$ cat src/rtl/uif_pkg.sv
// Package for the unique item FIFO: sizes, status codes, ring index helper,
// and the command and status groups between controller and datapath.
// No dependencies.
`default_nettype none

package uif_pkg;

    // Storage geometry.
    localparam int DEPTH      = 16;
    localparam int ITEM_WIDTH = 16;
    localparam int IDX_W      = (DEPTH > 1) ? $clog2(DEPTH) : 1;
    localparam int LVL_W      = $clog2(DEPTH + 1);
    localparam int STATUS_W   = 3;

    // Result status codes.
    typedef enum logic [STATUS_W-1:0] {
        ST_OK    = 3'd0,
        ST_NULL  = 3'd1,
        ST_DUP   = 3'd2,
        ST_FULL  = 3'd3,
        ST_EMPTY = 3'd4
    } status_t;

    // Commands from the controller to the datapath.
    typedef struct packed {
        logic    load;
        logic    start_scan;
        logic    scan;
        logic    rd_head;
        logic    push;
        logic    pop;
        logic    finish;
        status_t code;
    } ctrl_cmd_t;

    // Status from the datapath to the controller.
    typedef struct packed {
        logic mode;
        logic id_zero;
        logic full;
        logic empty;
        logic match;
        logic scan_done;
    } dp_stat_t;

    // Advance a ring index, wrapping from the last slot back to slot zero.
    function automatic logic [IDX_W-1:0] ring_next(input logic [IDX_W-1:0] idx);
        logic [IDX_W-1:0] nxt;
        if (idx == IDX_W'(DEPTH - 1))
            nxt = '0;
        else
            nxt = idx + IDX_W'(1);
        return nxt;
    endfunction

endpackage

`default_nettype wire

$ cat src/rtl/uif_if.sv
// Channel interfaces of the unique item FIFO: request and response.
// Depends on uif_pkg.
`default_nettype none

// Request channel: one transaction is an insert or a remove.
interface uif_req_if;
    logic                            valid;
    logic                            ready;
    logic                            mode;
    logic [uif_pkg::ITEM_WIDTH-1:0]  item_id;

    modport source (output valid, output mode, output item_id, input ready);
    modport sink   (input valid, input mode, input item_id, output ready);
endinterface

// Response channel: one transaction per request.
interface uif_rsp_if;
    logic                            valid;
    logic                            ready;
    uif_pkg::status_t                status;
    logic [uif_pkg::ITEM_WIDTH-1:0]  item_out;
    logic [uif_pkg::LVL_W-1:0]       queue_level;

    modport source (output valid, output status, output item_out, output queue_level,
                    input ready);
    modport sink   (input valid, input status, input item_out, input queue_level,
                    output ready);
endinterface

`default_nettype wire

$ cat src/rtl/unique_item_fifo_top.sv
// Unique item FIFO: a queue of up to DEPTH nonzero identifiers that refuses
// duplicates. A request transaction either inserts item_id (mode 0) or
// removes the oldest entry (mode 1); each request yields exactly one response
// transaction with a status, the removed identifier (zero otherwise) and the
// queue level after the request. Requests are handled one at a time. A
// refused insert or an empty remove is answered from the check, a remove
// reads the head slot and then pops it, and an insert into an empty queue
// appends at once; any other insert first scans for a duplicate, and a
// duplicate found early ends the scan sooner. The duplicate scan reads one
// stored slot per cycle through the single read port of the slot memory,
// then compares the last slot and appends if none matched. The response
// sits in an output register; the next request is taken while one waits.
// Depends on uif_pkg, uif_if, uif_ctrl and uif_dp.
`default_nettype none

module unique_item_fifo_top (
    input  wire logic  clk,
    input  wire logic  rst_n,
    uif_req_if.sink    req,
    uif_rsp_if.source  rsp
);

    uif_pkg::ctrl_cmd_t cmd;
    uif_pkg::dp_stat_t  stat;

    // Sequencer.
    uif_ctrl u_ctrl (
        .clk       (clk),
        .rst_n     (rst_n),
        .in_valid  (req.valid),
        .in_ready  (req.ready),
        .out_valid (rsp.valid),
        .out_ready (rsp.ready),
        .stat      (stat),
        .cmd       (cmd)
    );

    // Storage, pointers and scan.
    uif_dp u_dp (
        .clk         (clk),
        .rst_n       (rst_n),
        .cmd         (cmd),
        .mode        (req.mode),
        .item_id     (req.item_id),
        .stat        (stat),
        .status      (rsp.status),
        .item_out    (rsp.item_out),
        .queue_level (rsp.queue_level)
    );

endmodule

`default_nettype wire

$ cat src/rtl/uif_dp.sv
// Datapath of the unique item FIFO: slot memory, ring pointers, occupancy,
// duplicate scan and the response register. Depends on uif_pkg.
`default_nettype none

module uif_dp (
    input  wire logic                            clk,
    input  wire logic                            rst_n,
    input  wire uif_pkg::ctrl_cmd_t              cmd,
    input  wire logic                            mode,
    input  wire logic [uif_pkg::ITEM_WIDTH-1:0]  item_id,
    output uif_pkg::dp_stat_t                    stat,
    output uif_pkg::status_t                     status,
    output logic [uif_pkg::ITEM_WIDTH-1:0]       item_out,
    output logic [uif_pkg::LVL_W-1:0]            queue_level
);

    // Slot memory.
    logic [uif_pkg::ITEM_WIDTH-1:0] mem [uif_pkg::DEPTH];

    // Latched request.
    logic                           mode_reg;
    logic [uif_pkg::ITEM_WIDTH-1:0] id_reg;

    // Ring state.
    logic [uif_pkg::IDX_W-1:0] head_reg, tail_reg;
    logic [uif_pkg::LVL_W-1:0] occ_reg, occ_next;

    // Scan state.
    logic [uif_pkg::IDX_W-1:0] scan_ptr_reg;
    logic [uif_pkg::LVL_W-1:0] issue_cnt_reg;
    logic                      cmp_pending_reg;
    logic                      scan_more;

    // Read port.
    logic [uif_pkg::ITEM_WIDTH-1:0] rd_data_reg;
    logic [uif_pkg::IDX_W-1:0]      rd_addr;
    logic                           rd_en;

    // Response register.
    uif_pkg::status_t               status_reg;
    logic [uif_pkg::ITEM_WIDTH-1:0] item_out_reg;
    logic [uif_pkg::LVL_W-1:0]      level_reg;

    // Capture the request on acceptance.
    always_ff @(posedge clk)
    begin
        if (cmd.load)
        begin
            mode_reg <= mode;
            id_reg   <= item_id;
        end
    end

    // Read address: the head for a remove, the scan pointer during a scan.
    assign scan_more = (issue_cnt_reg != occ_reg);
    assign rd_addr   = cmd.rd_head ? head_reg : scan_ptr_reg;
    assign rd_en     = cmd.rd_head || (cmd.scan && scan_more);

    // Memory write at the tail, registered read at one address.
    always_ff @(posedge clk)
    begin
        if (cmd.push)
            mem[tail_reg] <= id_reg;
        if (rd_en)
            rd_data_reg <= mem[rd_addr];
    end

    // Occupancy after this transaction.
    always_comb
    begin
        occ_next = occ_reg;
        if (cmd.push)
            occ_next = occ_reg + uif_pkg::LVL_W'(1);
        else if (cmd.pop)
            occ_next = occ_reg - uif_pkg::LVL_W'(1);
    end

    // Ring pointers, occupancy and scan counters.
    always_ff @(posedge clk or negedge rst_n)
    begin
        if (!rst_n)
        begin
            head_reg        <= '0;
            tail_reg        <= '0;
            occ_reg         <= '0;
            scan_ptr_reg    <= '0;
            issue_cnt_reg   <= '0;
            cmp_pending_reg <= 1'b0;
        end
        else
        begin
            occ_reg <= occ_next;
            if (cmd.push)
                tail_reg <= uif_pkg::ring_next(tail_reg);
            if (cmd.pop)
                head_reg <= uif_pkg::ring_next(head_reg);
            if (cmd.start_scan)
            begin
                scan_ptr_reg    <= head_reg;
                issue_cnt_reg   <= '0;
                cmp_pending_reg <= 1'b0;
            end
            else if (cmd.scan)
            begin
                cmp_pending_reg <= scan_more;
                if (scan_more)
                begin
                    scan_ptr_reg  <= uif_pkg::ring_next(scan_ptr_reg);
                    issue_cnt_reg <= issue_cnt_reg + uif_pkg::LVL_W'(1);
                end
            end
        end
    end

    // Response payload, loaded when the controller finishes a request.
    always_ff @(posedge clk)
    begin
        if (cmd.finish)
        begin
            status_reg   <= cmd.code;
            item_out_reg <= cmd.pop ? rd_data_reg : '0;
            level_reg    <= occ_next;
        end
    end

    // Status toward the controller.
    assign stat.mode      = mode_reg;
    assign stat.id_zero   = (id_reg == '0);
    assign stat.full      = (occ_reg == uif_pkg::LVL_W'(uif_pkg::DEPTH));
    assign stat.empty     = (occ_reg == '0);
    assign stat.match     = cmp_pending_reg && (rd_data_reg == id_reg);
    assign stat.scan_done = !scan_more && !cmp_pending_reg;

    assign status      = status_reg;
    assign item_out    = item_out_reg;
    assign queue_level = level_reg;

endmodule

`default_nettype wire

$ cat src/rtl/uif_ctrl.sv
// Controller of the unique item FIFO: sequences check, scan and pop, and
// owns the request ready and response valid. Depends on uif_pkg.
`default_nettype none

module uif_ctrl (
    input  wire logic                clk,
    input  wire logic                rst_n,
    input  wire logic                in_valid,
    output logic                     in_ready,
    output logic                     out_valid,
    input  wire logic                out_ready,
    input  wire uif_pkg::dp_stat_t   stat,
    output uif_pkg::ctrl_cmd_t       cmd
);

    typedef enum logic [1:0] {
        S_IDLE,
        S_CHECK,
        S_SCAN,
        S_POP
    } state_t;

    state_t state_reg, state_next;
    logic   in_ready_reg;
    logic   out_valid_reg;
    logic   out_free;

    // The response register may be reloaded when empty or being drained.
    assign out_free = !out_valid_reg || out_ready;

    // Next state and commands.
    always_comb
    begin
        state_next = state_reg;
        cmd        = '0;
        cmd.code   = uif_pkg::ST_OK;
        case (state_reg)
            S_IDLE:
            begin
                if (in_valid && in_ready_reg)
                begin
                    cmd.load   = 1'b1;
                    state_next = S_CHECK;
                end
            end
            S_CHECK:
            begin
                if (!stat.mode)
                begin
                    // Insert: null first, then full, then empty (append at once), then the scan.
                    if (stat.id_zero)
                    begin
                        if (out_free)
                        begin
                            cmd.finish = 1'b1;
                            cmd.code   = uif_pkg::ST_NULL;
                            state_next = S_IDLE;
                        end
                    end
                    else if (stat.full)
                    begin
                        if (out_free)
                        begin
                            cmd.finish = 1'b1;
                            cmd.code   = uif_pkg::ST_FULL;
                            state_next = S_IDLE;
                        end
                    end
                    else if (stat.empty)
                    begin
                        if (out_free)
                        begin
                            cmd.push   = 1'b1;
                            cmd.finish = 1'b1;
                            cmd.code   = uif_pkg::ST_OK;
                            state_next = S_IDLE;
                        end
                    end
                    else
                    begin
                        cmd.start_scan = 1'b1;
                        state_next     = S_SCAN;
                    end
                end
                else
                begin
                    // Remove: report empty or fetch the head slot.
                    if (stat.empty)
                    begin
                        if (out_free)
                        begin
                            cmd.finish = 1'b1;
                            cmd.code   = uif_pkg::ST_EMPTY;
                            state_next = S_IDLE;
                        end
                    end
                    else
                    begin
                        cmd.rd_head = 1'b1;
                        state_next  = S_POP;
                    end
                end
            end
            S_SCAN:
            begin
                if (stat.match)
                begin
                    if (out_free)
                    begin
                        cmd.finish = 1'b1;
                        cmd.code   = uif_pkg::ST_DUP;
                        state_next = S_IDLE;
                    end
                end
                else if (stat.scan_done)
                begin
                    if (out_free)
                    begin
                        cmd.push   = 1'b1;
                        cmd.finish = 1'b1;
                        cmd.code   = uif_pkg::ST_OK;
                        state_next = S_IDLE;
                    end
                end
                else
                begin
                    cmd.scan = 1'b1;
                end
            end
            S_POP:
            begin
                if (out_free)
                begin
                    cmd.pop    = 1'b1;
                    cmd.finish = 1'b1;
                    cmd.code   = uif_pkg::ST_OK;
                    state_next = S_IDLE;
                end
            end
            default:
            begin
                state_next = S_IDLE;
            end
        endcase
    end

    // State and registered handshake outputs.
    always_ff @(posedge clk or negedge rst_n)
    begin
        if (!rst_n)
        begin
            state_reg     <= S_IDLE;
            in_ready_reg  <= 1'b1;
            out_valid_reg <= 1'b0;
        end
        else
        begin
            state_reg    <= state_next;
            in_ready_reg <= (state_next == S_IDLE);
            if (cmd.finish)
                out_valid_reg <= 1'b1;
            else if (out_ready)
                out_valid_reg <= 1'b0;
        end
    end

    assign in_ready  = in_ready_reg;
    assign out_valid = out_valid_reg;

endmodule

`default_nettype wire

$ cat src/flat_wrapper.sv
// flat-port wrapper written by rule: the top's interface ports become plain ports
module unique_item_fifo_top_flat 
  (clk, rst_n, req_valid, req_mode, req_item_id, req_ready, rsp_valid, rsp_status, rsp_item_out, rsp_queue_level, rsp_ready);
  uif_req_if req_i ();
  uif_rsp_if rsp_i ();
  input  wire logic clk;
  input  wire logic rst_n;
  input wire logic [$bits(req_i.valid)-1:0] req_valid;
  input wire logic [$bits(req_i.mode)-1:0] req_mode;
  input wire logic [$bits(req_i.item_id)-1:0] req_item_id;
  output wire logic [$bits(req_i.ready)-1:0] req_ready;
  output wire logic [$bits(rsp_i.valid)-1:0] rsp_valid;
  output wire logic [$bits(rsp_i.status)-1:0] rsp_status;
  output wire logic [$bits(rsp_i.item_out)-1:0] rsp_item_out;
  output wire logic [$bits(rsp_i.queue_level)-1:0] rsp_queue_level;
  input wire logic [$bits(rsp_i.ready)-1:0] rsp_ready;
  assign req_i.valid = req_valid;
  assign req_i.mode = req_mode;
  assign req_i.item_id = req_item_id;
  assign req_ready = req_i.ready;
  assign rsp_valid = rsp_i.valid;
  assign rsp_status = rsp_i.status;
  assign rsp_item_out = rsp_i.item_out;
  assign rsp_queue_level = rsp_i.queue_level;
  assign rsp_i.ready = rsp_ready;
  unique_item_fifo_top u_core (.clk(clk), .rst_n(rst_n), .req(req_i), .rsp(rsp_i));
endmodule
$ cat config.mk
export PLATFORM = sky130hd
export DESIGN_NAME = unique_item_fifo_top_flat
export DESIGN_NICKNAME = d
export VERILOG_FILES = /design/src/rtl/uif_pkg.sv /design/src/rtl/uif_if.sv /design/src/rtl/unique_item_fifo_top.sv /design/src/rtl/uif_dp.sv /design/src/rtl/uif_ctrl.sv /design/src/flat_wrapper.sv
export SDC_FILE = /design/constraint.sdc
export NUM_CORES = 1
export LEC_CHECK = 0
export ABC_CLOCK_PERIOD_IN_PS = 10300
export BUFFER_PORTS_ARGS = -buffer_cell sky130_fd_sc_hd__buf_2
export CORE_MARGIN = 4
export CORE_UTILIZATION = 62
export DETAILED_ROUTE_END_ITERATION = 7
export PLACE_DENSITY = 0.8
export RECOVER_POWER = 25
export SLEW_MARGIN = 10
export SYNTH_ARGS = -nofsm -noshare
export SYNTH_HDL_FRONTEND = slang
export SYNTH_SLANG_ARGS = --single-unit
$ cat constraint.sdc
create_clock -name clk -period 10.3 [get_ports clk]
set_input_delay 0.515 -clock clk [delete_from_list [all_inputs] [get_ports clk]]
set_output_delay 0.515 -clock clk [all_outputs]
set_load 0.01 [all_outputs]
## Yosys cells after proc, flatten, opt, wreduce, memory -nomap -nowiden

Memories as Yosys holds them, arrays and structs flattened. A register that Yosys moved wholly into a read port is not among the register bits.
Cells that the tools add are included.

| word-level totals | value |
|---|---|
| logic and storage cells | 110 |
| memories kept | 1 |
| ROM bits | 0 |
| bits in registers | 68 |
| RAM bits | 256 |
| input port bits | 21 |
| latch bits | 0 |
| output and inout port bits | 26 |

Memory list:

| memory | words | width | rd ports | clocked after Yosys merged registers in | wr ports | line | RTL |
|---|---|---|---|---|---|---|---|
| u_core.u_dp.mem | 16 | 16 | 1 | 1 | 1 | uif_dp.sv:18 | `logic [uif_pkg::ITEM_WIDTH-1:0] mem [uif_pkg::DEPTH];` |

| operators by class | value |
|---|---|
| mux-type cells | 63 |
| reductions and logical operators | 17 |
| shift-type cells | 0 |
| $add $sub $neg | 6 |
| $mul | 0 |
| divide/modulo/power cells | 0 |
| equality and inequality tests | 9 |
| $lt $le $gt $ge | 0 |
| bitwise operators | 0 |

Operators with widths:

| operator | count |
|---|---|
| 4-bit 2-to-1 mux | 19 |
| 5-bit 2-to-1 mux | 6 |
| 1-bit 2-to-1 mux | 26 |
| 2-bit 2-to-1 mux | 9 |
| 16-bit equality test | 1 |
| 16-bit zero test | 1 |
| 4-bit by 1-bit adder with 4-bit output, second input constant | 3 |
| 4-bit equality test, second input constant | 3 |
| 4-bit case mux with 3 select lines | 1 |
| 5-bit by 1-bit adder with 5-bit output, second input constant | 2 |
| 2-bit case mux with 4 select lines | 1 |
| 2-bit nonzero test | 3 |
| 5-bit equality test, second input constant | 1 |
| 5-bit zero test | 1 |
| 5-bit inequality test | 1 |
| 5-bit by 1-bit subtractor with 5-bit output, second input constant | 1 |
| 2-bit equality test, second input constant | 2 |
| 1-bit logical AND | 4 |
| 2-bit zero test | 2 |
| 1-bit zero test | 3 |
| 2-bit by 1-bit equality test with 1-bit output, second input constant | 1 |
| 1-bit logical OR | 2 |
| 1-bit case mux with 2 select lines | 1 |
| 2-bit AND reduction | 1 |

## Longest topological paths before layout

Gate-level depths: netlist (run 1).

| depth | value |
|---|---|
| depth after elaboration | 10 |
| gate-level depth with buffers | 11 |
| mapped depth without buffers | 8 |

## Hierarchy

A second synthesis (run 1) with hierarchy kept.

| unflattened totals | value |
|---|---|
| cells, all modules | 835 |
| area, all modules | 13,784.5 um2 |

Modules (own cells, without submodules):

| module | area each (um2) | seq. area each (um2) | cells an instance | instances |
|---|---|---|---|---|
| uif_dp | 13,349.1 | 9,974.6 | 782 | 1 |
| uif_ctrl | 435.4 | 101.3 | 53 | 1 |

## Worst setup path before layout (run 1)

No wires, ideal clock.

| timing path | value |
|---|---|
| kind | register to register |
| from | reg u_core.u_dp.occ_reg[0] (netlist bit) |
| to | mem u_core.u_dp.mem[0][0] (netlist bit), enable pin |
| stages on the path, launching flop included | 8 |
| path buffers | 1 |
| path slack | 6.677 ns |
| library setup time | 0.436 ns |
| clock period less this slack | 3.623 ns |
| data arrival time | 3.187 ns |
| data required time | 9.864 ns |
| cells stage by stage | dfrtp_1 inv_1 ha_1 nor4b_2 buf_2 nand2_1 a21o_1 nor4b_1 |

| on the way | value |
|---|---|
| longest elaborated chain between the ends | 8 |
| elaborated cells between the ends (all ways) | 14 |
| those cells by class | eq/ne: 2; mux: 9; reduce/logical: 3 |

RTL lines:

| item | line | RTL |
|---|---|---|
| start: declaration | uif_dp.sv:26 | `logic [uif_pkg::LVL_W-1:0] occ_reg, occ_next;` |
| start signal: assignment | uif_dp.sv:92 | `occ_reg <= occ_next;` |
| 5-bit zero test or 5-bit inequality test (tied branches) | uif_dp.sv:130, uif_dp.sv:55 |  |
| 1-bit 2-to-1 mux or 1-bit zero test (tied branches) | uif_ctrl.sv:69, uif_dp.sv:132 |  |
| 1-bit 2-to-1 mux or 1-bit logical AND (tied branches) | uif_ctrl.sv:60, uif_dp.sv:132 |  |
| 1-bit 2-to-1 mux, on equally long branches | uif_ctrl.sv:51, uif_ctrl.sv:115 |  |
| 1-bit 2-to-1 mux, on equally long branches | uif_ctrl.sv:48, uif_ctrl.sv:106 |  |
| 1-bit case mux with 2 select lines (*) | uif_ctrl.sv:37 | `case (state_reg)` |
| 1-bit 2-to-1 mux (*) | uif_dp.sv:62 | `if (cmd.push)` |
| 1-bit 2-to-1 mux (implied by the code) (*) | uif_dp.sv:63 | `mem[tail_reg] <= id_reg;` |
| end: declaration | uif_dp.sv:18 |  |

Mark *: on every way between the ends. The rest lies on a longest branch, timed or not.

## Worst setup path after layout (run 1)

| timing path | value |
|---|---|
| from | reg u_core.u_dp.occ_reg[0] (netlist bit) |
| to | reg u_core.u_dp.rd_data_reg[9] (netlist bit) (read register of u_core.u_dp.mem) (data pin) |

| on the way | value |
|---|---|
| longest elaborated chain between the ends | 8 |
| elaborated cells between the ends (all ways) | 13 |
| those cells by class | eq/ne: 1; mux: 7; reduce/logical: 5 |

RTL lines:

| item | line | RTL |
|---|---|---|
| 5-bit inequality test | uif_dp.sv:55 | `assign scan_more = (issue_cnt_reg != occ_reg);` |
| 1-bit zero test | uif_dp.sv:132 | `assign stat.scan_done = !scan_more && !cmp_pending_reg;` |
| 1-bit logical AND | uif_dp.sv:132 |  |
| 1-bit 2-to-1 mux | uif_ctrl.sv:115 | `else if (stat.scan_done)` |
| 1-bit 2-to-1 mux | uif_ctrl.sv:106 | `if (stat.match)` |
| 1-bit 2-to-1 mux | uif_ctrl.sv:37 |  |
| 1-bit logical AND | uif_dp.sv:57 | `assign rd_en = cmd.rd_head \|\| (cmd.scan && scan_more);` |
| 1-bit logical OR | uif_dp.sv:57 |  |
| end: declaration | uif_dp.sv:35 | `logic [uif_pkg::ITEM_WIDTH-1:0] rd_data_reg;` |

Several ways; a longest one is shown, not always the timed one.
A chain may end at the register's enable or synchronous reset.

==> flow_summary.toml, run 1 <==
[run_status]
outcome = "finished, violations left"
failed_checks = "capacitance limit, slew limit"

[grt]
grt_pass1_vias = 9073
grt_max_degree = 55
antenna_found_initial = 0
overflow = 0
grt_pass1_wl_um = 53800
grtUsageTotal_pct = 27.19

[yosys]
async_flop_share_pct = 7.941
avgSynthCellArea_um2 = 14.33
syn-cell-area_um2 = 14650
ys_seq_area_share_pct = 68.78
synth_warnings = 0
ys.flop_type = "edfxtp_1"
synth_seq_cells = 340
synth.distinct_cells = 75
synth_edf_count = 313
synthCells = 1022
synthesis.nets = 1057

[setup_path]
critPathKind = "reg -> reg"
cp_max_fo = 54
ff2ff_setup_slack_ns = 6.36
r2r-end = "u_core.u_dp.rd_data_reg[9]"
endpoint_kind = "flop"
r2r.worst_path.cells = 10
critPathLaunch = "u_core.u_dp.occ_reg[0]"
worstReg2RegStart = "u_core.u_dp.occ_reg[0]"
startpoint_type = "flop"
cp_data_arrival_time_ns = 4.31
endpoint = "u_core.u_dp.rd_data_reg[9]"
crit_required_ns = 10.67

[final_layout]
final_cell_mix = "313 x edfxtp_1, 102 x nand2_1, 46 x a211oi_1"
drive_gt1_share_pct = 13.44
nFillCells = 1487
final_common_cell = "edfxtp_1"
largest_reg_flops = 256
top_register = "u_core.u_dp.mem"
fin_nets = 1097
area_growth_syn_to_layout_pct = 10.62
num_antenna_cells = 0

[cts]
cts_buffers = 34
cts_buffer_depth = 3
cts-resized-gates = 0
cts.htree.levels = 2
clock-root-buffer = "clkbuf_16"
tritoncts = "built"
clock_latency_ns = 0.52
holdBufCountCts = 0
clk_pin_slew_ns = 0.06
clock_sinks = 340
post_cts_buffers = 0

[floorplan]
io_pins = 47
core-area_um2 = 22920
die_area_um2 = 26150
dieHeight_um = 161.7
rows = 55
start_util_pct = 63.93
die_w_um = 161.7

[timing]
final-hold-violation-count = 0
worstMarginPinSlew_ns = 1.537
max_freq_mhz = 253.6
fin_crit_ns = 3.943
post-route-period-util_pct = 38.28
drv_slew = 28
finClkSkew_ns = 0.02352
rsz0062_at_grt = "no"
setup_viol = 0
setup_tns_ns = 0
relSlewSlack_pct = -2.473

[detailed_routing]
vias = 9459
drt-total-wl_um = 35650
ant_nets = 0
viasPerCell = 6.761
drtIter0Drc = 1172
dr.pass1.iters = 6
post_drt_wl_per_cell_um = 25.48
drc = 0

[min_path]
hold_path_startpoint = "req_mode"
min_path_type = "in -> reg"

[flow_run]
cap_violations = 1

[power_and_ir_drop]
p_per_area_nw_per_um2 = 259.3
peakVddDrop_mv = 0.1919
power.internal_mw = 2.774
leakage_nw = 5.572
sw_frac_of_total_pct = 33.97
p_comb_share_pct = 27.7
clock_power_share_pct = 28.7
total_power_mw = 4.201
netSwitchingPower_mw = 1.427
seqPwrFrac_pct = 43.6

[placement]
port_buffers = 46
place_congestion = 0.9406
dp_hpwl_um = 22490
## Yosys cell counts, types with 5 or more instances
master       n  area share [%]
a311oi_1    14            0.84
nand4_1      8            0.34
nand3_1     21            0.72
o211ai_1    19            0.97
xnor2_1     16            0.96
and4_1       7            0.42
a211o_1      5            0.30
a311o_1     22             1.5
a21o_1       5            0.26
a31oi_1      7            0.30
nor2_1      23            0.59
and3_1      42             1.8
o31ai_1      9            0.46
dfrtp_1     26             4.4
nand2_1    102             2.6
a21oi_1     20            0.68
a21boi_0    22             1.1
inv_1       19            0.49
mux2i_1     17             1.2
a21bo_1      6            0.41
o21ai_0     28            0.96
buf_2       19            0.65
and2_1       7            0.30
ha_1        14             1.2
nor4_1      10            0.43
edfxtp_1   313              64
a222oi_1     5            0.34
o2111ai_1   10            0.60
or3_1       11            0.47
mux2_1       6            0.46
a211oi_1    46             2.4
nor3b_1      5            0.26
mux2_2      11            0.85
xor2_1      14            0.84
nor3_1       8            0.27
clkbuf_1    33            0.85
## worst max-delay path, stage by stage, from the launching register on
cell       delay, ns
dfrtp_1         0.46
inv_1           0.12
ha_1            0.20
or4b_4          0.61
nand3_2         0.12
buf_4           0.32
and2_2          0.48
buf_4           0.56
a211oi_1        0.17
a2111oi_0       0.49
a311o_1         0.21
## area by class of cell
type	instances	area (µm²)	area share, %
clock inverters	15	153.9	0.9497
repair buffers	65	345.3	2.131
multi-input cells	601	4240	26.17
well taps	313	391.6	2.417
inverters	20	75.07	0.4633
flip-flops and latches	340	10080	62.18
clock buffers	45	923.4	5.698
## metal layers
layer	global-route usage [%]	up-vias	share of wire, %	routed length, µm
met2	40.81	586	45	16030
met1	39.38	4665	40	14150
met4	9.035	0	3.1	1089
met3	7.282	81	12	4375
met5	0	-	0	0
li1	-	4127	-	-
## kinds of logic (layout without fill, tap and decap cells)
| logic type | Yosys count | after routing | synth area share (%) |
|---|---|---|---|
| XOR/XNOR | 30 | 30 | 1.793 |
| AND/OR/NAND/NOR | 279 | 279 | 10.34 |
| adder cells (fa/ha/maj) | 14 | 14 | 1.196 |
| flip-flops | 340 | 340 | 68.78 |
| AO/OA/AOI/OAI | 244 | 244 | 12.85 |
| buffers and inverters | 81 | 145 | 2.571 |
| multiplexers | 34 | 34 | 2.468 |
## power by group through the flow
stage,clock [mW],sequential (mW),combinational [mW]
final,1.20,1.83,1.16
after global routing,1.28,1.84,1.25
after CTS,1.21,1.82,1.14
after detailed placement,0,1.85,1.13
after global placement,0,1.85,1.10
after floorplan,0,1.77,0.851
## how the worst min path moves through the flow
stage	to	slack (ns)	cells past startpoint
after floorplan	u_core.u_ctrl.out_valid	0.22	0
after global placement	u_core.u_dp.head_reg[1]	0.57	1
after detailed placement	u_core.u_dp.head_reg[1]	0.57	1
after CTS	u_core.u_dp.tail_reg[2]	0.03	1
after global routing	u_core.u_dp.mode_reg	0.16	1
final	u_core.u_dp.mode_reg	0.17	1
## through the flow
stage                     std cells  area, µm²  util, %  worst slack, ns  hold slack (ns)
after detailed placement       1339      15150    66.12            6.494           0.5731
after floorplan                1022      14650        -            6.677           0.2194
after global placement         1339      15150    66.12            6.642           0.5680
after global routing           1399      16210    70.72            6.120           0.1596
after CTS                      1399      16230    70.82            6.427          0.03012
final                          1399      16210    70.72            6.358           0.1663
No activity file was read; power rests on OpenSTA's default activity.
==> run 2: changes to the inputs <==
ABC_CLOCK_PERIOD_IN_PS = 3700   (was 10300)
clock period = 3.7 ns   (was 10.3 ns; I/O delays follow)
==> flow_summary.toml, run 2 (synthesis gave the netlist of run 1 again) <==
[final_layout]
largest_reg_flops = 256
top_register = "u_core.u_dp.mem"
nFillCells = 1374
fin_cells = 1460
final_cell_mix = "313 x edfxtp_1, 102 x nand2_1, 53 x buf_4"
fin_nets = 1156
area_growth_syn_to_layout_pct = 14.68
drive_gt1_share_pct = 16.84
final_common_cell = "edfxtp_1"

[setup_path]
path_cells = "clkbuf_1 -> nor4_1 -> a41oi_1 -> nand2_1 -> a21o_1 -> buf_4 -> a2bb2oi_1 -> xnor2_1"
crit_required_ns = 3.95
endpoint = "u_core.u_dp.queue_level[3]"
ff2ff_setup_slack_ns = 0.48
r2r.worst_path.cells = 8
critPathKind = "reg -> reg"
slowest_stage = "nor4_1"
cp_max_fo = 18
startpoint_type = "flop"
critPathLaunch = "u_core.u_dp.id_reg[8]"
worstReg2RegStart = "u_core.u_dp.id_reg[8]"
r2r-end = "u_core.u_dp.queue_level[3]"
endpoint_kind = "flop"
critPathMaxStageDelay_ns = 0.85
cp_data_arrival_time_ns = 3.47

[floorplan]
die_w_um = 161.7
start_util_pct = 63.93
die_area_um2 = 26150
rows = 55
dieHeight_um = 161.7
io_pins = 47
core-area_um2 = 22920

[timing]
fin_crit_ns = 3.225
rsz0062_at_grt = "no"
drv_slew = 28
final-hold-violation-count = 0
worstMarginPinSlew_ns = 1.591
setup_viol = 0
max_freq_mhz = 310.1
finClkSkew_ns = 0.01893
post-route-period-util_pct = 87.16
relSlewSlack_pct = -6.069
setup_tns_ns = 0

[cts]
cts.htree.levels = 2
clock_latency_ns = 0.52
cts_buffers = 35
cts_buffer_depth = 3
tritoncts = "built"
clock_sinks = 340
clock-root-buffer = "clkbuf_16"
clk_pin_slew_ns = 0.06
post_cts_buffers = 0
holdBufCountCts = 18
cts-resized-gates = 0

[power_and_ir_drop]
leakage_nw = 5.910
peakVddDrop_mv = 0.4913
p_per_area_nw_per_um2 = 720.4
total_power_mw = 12.10

[grt]
antenna_found_initial = 2
grt_pass1_wl_um = 56240
grt_pass1_vias = 9310
overflow = 0
grt_max_degree = 54
grtUsageTotal_pct = 28.51

[detailed_routing]
dr.pass1.iters = 8
ant_nets = 0
post_drt_wl_per_cell_um = 25.71
drt-total-wl_um = 37540
viasPerCell = 6.658
vias = 9720
drtIter0Drc = 1360
drc = 0

[placement]
port_buffers = 46
dp_hpwl_um = 23460
place_congestion = 0.9077
dp_cells = 1379

[flow_run]
cap_violations = 1

[run_status]
outcome = "finished, violations left"
failed_checks = "capacitance limit, slew limit"

[min_path]
min_path_type = "in -> reg"
[run 2: cell types whose count changed in the layout (fill, tap and decap cells not counted), sizes merged]
cell,change
dlygate4sd3,+18
clkinv,+1
clkbuf,-4
diode,+1
bufinv,+2
buf,+43
[run 2: area by class of cell]
cell class / count / area (µm²) / share of cell area (%)
inverters: 20 / 75.07 / 0.4468
well taps: 313 / 391.6 / 2.331
flip-flops and latches: 340 / 10080 / 59.97
diodes: 1 / 2.502 / 0.01489
clock buffers: 44 / 930.9 / 5.541
repair buffers: 123 / 862.1 / 5.131
multi-input cells: 601 / 4230 / 25.18
clock inverters: 18 / 232.7 / 1.385
[run 2: per-stage QoR]
| step | area, µm² | utilization, % | hold slack (ns) | setup WS, ns |
|---|---|---|---|---|
| 4_1_cts | 16810 | 73.38 | 0.2416 | 0.4879 |
| 5_1_grt | 16800 | 73.31 | 0.3150 | 0.2521 |
| 3_5_place_dp | 15470 | 67.51 | 0.2408 | 0.5302 |
| 2_1_floorplan | 14650 | - | -0.1106 | 0.07654 |
| 6_report | 16800 | 73.32 | 0.2673 | 0.4752 |
| 3_3_place_gp | 15470 | 67.51 | 0.2347 | 0.6329 |
[run 2: critical path: cells and delay by family (launching register included)]
kind | cells | cell delay [ns]
buf+inv | 2 | 0.55
simple gates | 2 | 1.07
compound gates | 3 | 0.81
flops | 1 | 0.37
xor+xnor | 1 | 0.15
[run 2: power by group]
| part | leakage, nW | internal (mW) | switching [mW] | total [mW] |
|---|---|---|---|---|
| clock | 0.568 | 2.14 | 1.42 | 3.56 |
| combinational | 2.18 | 1.24 | 2.33 | 3.56 |
| sequential | 3.16 | 4.64 | 0.339 | 4.98 |
[run 2: worst min path at each step]
stage / from / endpoint / slack, ns / cells past startpoint
finish: rsp_ready / u_core.u_ctrl.out_valid / 0.27 / 4
global route: rsp_ready / u_core.u_ctrl.out_valid / 0.31 / 4
CTS: rst_n / u_core.u_dp.tail_reg[2] / 0.24 / 2
detailed placement: rst_n / u_core.u_dp.head_reg[2] / 0.24 / 1
global placement: rst_n / u_core.u_dp.head_reg[2] / 0.23 / 1
floorplan: rst_n / u_core.u_ctrl.out_valid / -0.11 / 0
[run 2: per-layer routing]
metal  global-route usage, %  wire length [µm]
met1                   40.38             14300
met2                   44.31             17360
met3                   7.536              4841
met4                   8.535              1021
met5                       0                16
